`src/rtl/ajrb_pkg.sv`:
```
`default_nettype none

package ajrb_pkg;

  // ring geometry default
  localparam int RING_DEPTH_DEF = 16384;

  // register reset values
  localparam logic [14:0] PREBUF_THR_RST = 15'd3200;
  localparam logic [14:0] NOM_LEN_RST    = 15'd640;
  localparam logic [7:0]  MAX_CONCEAL_RST = 8'd25;
  localparam logic [19:0] UNDERRUN_LIM_RST = 20'd8000;

  localparam logic [19:0] RUN_MAX = 20'hFFFFF;
  localparam logic [15:0] COUNT_MAX = 16'hFFFF;

  // configuration register indexes
  localparam logic [1:0] REG_PREBUF_THR   = 2'd0;
  localparam logic [1:0] REG_NOM_LEN      = 2'd1;
  localparam logic [1:0] REG_MAX_CONCEAL  = 2'd2;
  localparam logic [1:0] REG_UNDERRUN_LIM = 2'd3;

  typedef enum logic [2:0] {
    ACT_HEADER   = 3'd0,
    ACT_SAMPLE   = 3'd1,
    ACT_PULL     = 3'd2,
    ACT_CLOSE    = 3'd3,
    ACT_OPEN     = 3'd4,
    ACT_TAKE_EXC = 3'd5
  } action_t;

  typedef enum logic [1:0] {
    ST_IDLE,
    ST_SIL_CHECK,
    ST_SIL_WRITE
  } state_t;

  typedef struct packed {
    logic [14:0] buffered;
    logic        prebuf_ready;
    logic [15:0] free_bytes;
  } status_t;

endpackage

`default_nettype wire

```
`src/rtl/ajrb_status.sv`:
```
`default_nettype none

module ajrb_status #(
  parameter int RING_DEPTH = ajrb_pkg::RING_DEPTH_DEF
) (
  input  wire logic [$clog2(RING_DEPTH):0] fill,
  input  wire logic                        open,
  input  wire logic [14:0]                 threshold,
  output ajrb_pkg::status_t                status
);

  localparam int FW = $clog2(RING_DEPTH) + 1;
  localparam int CW = ((FW > 15) ? FW : 15) + 1;
  localparam int BW = ((FW + 1) > 16) ? (FW + 1) : 16;

  logic [FW-1:0] free_s;
  logic [FW:0]   fb_wide;
  logic [BW-1:0] fb_ext;

  always_comb begin
    free_s  = open ? (FW'(RING_DEPTH) - fill) : '0;
    fb_wide = {free_s, 1'b0};
    fb_ext  = BW'(fb_wide);
    status.buffered     = 15'(fill);
    status.prebuf_ready = (CW'(fill) >= CW'(threshold));
    // free space in bytes, clipped to 16 bits
    status.free_bytes   = (fb_ext > BW'(16'hFFFF)) ? 16'hFFFF : fb_ext[15:0];
  end

endmodule

`default_nettype wire

```
`config.mk`:
```
export PLATFORM = sky130hd
export DESIGN_NAME = ajrb_status
export DESIGN_NICKNAME = d
export VERILOG_FILES = /design/src/rtl/ajrb_pkg.sv /design/src/rtl/ajrb_status.sv
export SDC_FILE = /design/constraint.sdc
export NUM_CORES = 1
export LEC_CHECK = 0
export ABC_AREA = 1
export ABC_CLOCK_PERIOD_IN_PS = 1000
export BUFFER_PORTS_ARGS = -buffer_cell sky130_fd_sc_hd__clkbuf_2
export CAP_MARGIN = 20
export CORE_ASPECT_RATIO = 1.4
export CORE_MARGIN = 1
export CORE_UTILIZATION = 46
export DETAILED_ROUTE_END_ITERATION = 12
export PLACE_DENSITY = 0.95
export RECOVER_POWER = 25
export SLEW_MARGIN = 0
export SYNTH_ARGS = -nofsm -noshare
export SYNTH_HDL_FRONTEND = slang
export SYNTH_SLANG_ARGS = --single-unit
```
`constraint.sdc`:
```
create_clock -name vclk -period 1
set_input_delay 0.05 -clock vclk [all_inputs]
set_output_delay 0.05 -clock vclk [all_outputs]
set_load 0.005 [all_outputs]
```
==> results of run 1 <==
==> kinds of logic after synthesis <==
kind of cell	after synthesis	synth area share, %
buffers and inverters	54	26.4
AND/OR/NAND/NOR	98	44.3
adder cells (fa/ha/maj)	16	19.6
AO/OA/AOI/OAI	12	6.84
other	1	0.366
XOR/XNOR	3	2.57
==> synth_stat cells (all sizes together) <==
cell type / n / area, um^2
nand3b: 1 / 7.51
inv: 37 / 139
a21boi: 2 / 15.0
nor3: 5 / 30.0
a21o: 2 / 15.0
a21oi: 6 / 30.0
nand4: 1 / 6.26
xor2: 3 / 26.3
buf: 17 / 131
conb: 1 / 3.75
o21ai: 2 / 10.0
nand2: 44 / 175
nor2: 39 / 181
nand3: 8 / 52.6
ha: 16 / 200
==> stage by stage <==
stage	setup slack, ps	hold slack, ps	instances	cell area [um^2]	TNS (ps)
4_1_cts	-51.8	318	272	1830	-124
2_1_floorplan	130	172	184	1020	0
3_3_place_gp	-109	320	270	1390	-405
3_5_place_dp	-156	318	270	1390	-812
==> what timing repair did <==
item                                    4_1_cts
pin swaps                                    34
gates resized for setup                      80
endpoints found under the setup margin       11
buffers inserted                              2
hold buffers                                  0
==> summary.md, run 1 <==
| Metric | Value |
|---|---|
| Starting Density | 50.7% |
| Largest net degree at the start of global routing | 7 |
| Detail Placement HPWL | 2430 um |
| Placer Congestion | 0.852 |
| Mapped Nets | 231 |
| Syn_area_per_cell | 5.56 um^2 |
| Yosys warns | 0 |
| Status | did not finish |
| Die Width | 41.9 um |
| Grt repair worst endpoint | status[9] |
| Chip Height | 57.8 um |
| Library cells used by synthesis | 23 |
| Worst endpoint type | top-level output |
| Number of port buffers | 62 |
| Halt Stage | global routing (5_1_grt) |
| Mapped Cells | 184 |
| Io pins | 63 |
| Area of the mapped netlist | 0.00102 mm^2 |
| Sequential area share after synthesis | 0% |
| Error | [ERROR DPL-0038] Utilization greater than 100%, impossible to legalize |
| # rows | 19 |
==> run 2, diff against run 1 <==
--- a/config.mk
+++ b/config.mk
@@ -9,11 +9,10 @@
 export ABC_CLOCK_PERIOD_IN_PS = 1000
 export BUFFER_PORTS_ARGS = -buffer_cell sky130_fd_sc_hd__clkbuf_2
 export CAP_MARGIN = 20
-export CORE_ASPECT_RATIO = 1.4
-export CORE_MARGIN = 1
-export CORE_UTILIZATION = 46
+export CORE_AREA = 2 2 63 65
 export DETAILED_ROUTE_END_ITERATION = 12
-export PLACE_DENSITY = 0.95
+export DIE_AREA = 0 0 65 67
+export PLACE_DENSITY_LB_ADDON = 0.15
 export RECOVER_POWER = 25
 export SLEW_MARGIN = 0
 export SYNTH_ARGS = -nofsm -noshare
==> summary.md, run 2 <==
| Metric | Value |
|---|---|
| Worst path slowest cell | ha_4 |
| Final wirelength | 3310 um |
| Mapped Cells | 184 (unchanged) |
| # clk buffers | 0 |
| Overall global routing resource usage | 14.3% |
| Library cells used by synthesis | 23 (unchanged) |
| Hold depth | 2 |
| Vias per cell | 4.23 |
| Number of global-route vias before repair | 1165 |
| Path category of the worst min-delay check | input pin to primary output |
| Worst VDD drop | 0.000165 V |
| Sequential cells | 0 |
| Final Hold Violating Endpoints | 0 |
| Antenna viol nets, final | 0 |
| Storage element area | 0 um^2 |
| Sequential area share after synthesis | 0% (unchanged) |
| # rows | 22 (+3) |
| Final setup viols | 3 |
| Via count | 1289 |
| Synth area leader | ha_1 |
| Worst path depth | 10 |
| Yosys warns | 0 (unchanged) |
| Pre-CTS setup slack | -172 ps (-16.2 ps) |
| CP Cell Sequence | buf_4, ha_4, nand2_4, inv_2, buf_4, nand2_1, nor2_1, nand2_1, nand2_1, clkbuf_2 |
| Most frequent CP cell | nand2_1 |
| Detail Placement HPWL | 2460 um (+1.4%) |
| Grt ovf | 0 |
| Status | finished, violations left |
| Die area | 0.00436 mm^2 |
| Critical Path Max Stage Delay | 280 ps |
| Syn_area_per_cell | 5.56 um^2 (unchanged) |
| WP data required | 950 ps |
| Starting Density | 28.4% (-22 points) |
| Tightest hold margin | 295 ps |
| Final worst setup slack | -60.9 ps |
| # diodes | 0 |
| Most frequent cells in the layout | 33 x clkbuf_2, 28 x nand2_1, 20 x nor2_1, 20 x buf_4 |
| Antenna violations before repair | 0 |
| Chip Height | 67 um (+16%) |
| Post-synth top area share | 19.6% (unchanged) |
| Die Width | 65 um (+55%) |
| Part of the cycle the worst path needs | 106% |
| 1st-iter DRT viols | 23 |
| Max Clock Freq | 943 MHz |
| DRC viols | 0 |
| CP delay by family, top | buffers and inverters |
| First-pass GRT wire length | 5020 um |
| Final min period | 1060 ps |
| Mapped Nets | 231 (unchanged) |
| Startpoint types | input pin |
| Share of cells above drive strength 1 | 66.9% |
| RSZ-0062 raised after global routing | yes |
| Number of port buffers | 62 (unchanged) |
| CP arrival | 1010 ps |
| Power consumption | 0.000820 W |
| Failing checks | negative setup slack |
| Hold Path End | status[17] |
| Placer Congestion | 0.771 (-9.5%) |
| Maximum fanout along the worst path | 2 |
| Initial DRT Pass Iterations | 3 |
| Core ar. | 0.00361 mm^2 |
| Buf/Inv on CP | 4 |
| Setup crit end kind | primary output |
| Largest net degree at the start of global routing | 10 |
| Slew Viols, Final | 0 |
| Max-Cap Viols | 0 |
| WL/cell | 10.9 um |
| Area of the mapped netlist | 0.00102 mm^2 (unchanged) |
| Io pins | 63 (unchanged) |
| Cts hold-fix bufs | 0 (unchanged) |
| Area grow syn2layout | 99.8% |
| Fin nets | 306 |
| Most instantiated library cell after synthesis | nand2_1 |
| Min-Delay Startpoint | fill[0] |
| Pleak | 1.04 nW |
| Most common cell after layout, fill and taps aside | clkbuf_2 |
| Top cells by area, synth | ha_1 20%, nand2_1 15%, nor2_1 12%, buf_4 12%, inv_1 11% |
| PwrDens | 401 mW/mm^2 |
| Top post-synthesis cells by count | 40 x nand2_1, 33 x nor2_1, 31 x inv_1 |
| Critical path class | input pin to primary output |
run 2: cell counts after synthesis:
Identical to the previous run, type by type.
run 2: stage by stage:
step	area [um^2]	instances	setup TNS (ps)	utilization, %
after floorplan	1020	184	0	-
after global placement	1430	298	-848	39.7
after detailed placement	1430	298	-893	39.7
after CTS	1810	302	-270	50.1
after global routing	2040	305	-639	56.7
final	2040	305	-107	56.7
run 2: logic make-up after synthesis:
logic type	Yosys count	share of synthesized area [%]
compound gates	12	6.84
xor+xnor	3	2.57
fa+ha+maj	16	19.6
buf+inv	54	26.4
other cells	1	0.366
simple gates	98	44.3
run 2: worst max path at each step:
| stage | start | slack [ps] | endpoint |
|---|---|---|---|
| floorplan | threshold[14] | 130 | status[16] |
| global placement | threshold[14] | -150 | status[16] |
| detailed placement | threshold[14] | -170 | status[16] |
| CTS | fill[11] | -60 | status[16] |
| global route | fill[13] | -120 | status[15] |
| finish | fill[10] | -60 | status[16] |
run 2: repair_timing:
action                                 CTS  global route
resized for setup                       62            79
setup endpoints to repair               10            14
pin swaps                               35            38
endpoints found under the hold margin    0             0
setup buffers                            4             3
run 2: layout make-up:
type / count / area [um^2]
fillers: 359 / 1560
multi-input cells: 130 / 1110
repair buffers: 90 / 708
inverters: 37 / 164
well taps: 48 / 60.1
run 2: report_power, final:
group	switching [W]	internal (W)	total [W]	leakage, nW
clock	0	0	0	0
sequential	0	0	0	0
combinational	0.000387	0.000433	0.000820	1.04
total	0.000387	0.000433	0.000820	1.04
run 2: layer usage:
metal / global-route usage (%) / up-vias / share of wire, %
met5: 0 / - / 0
met3: 1.18 / 0 / 4.2
met1: 19.0 / 574 / 44
li1: - / 690 / -
met4: 0 / 0 / 0
met2: 26.5 / 25 / 52
Power figures use the tool's default switching activity.
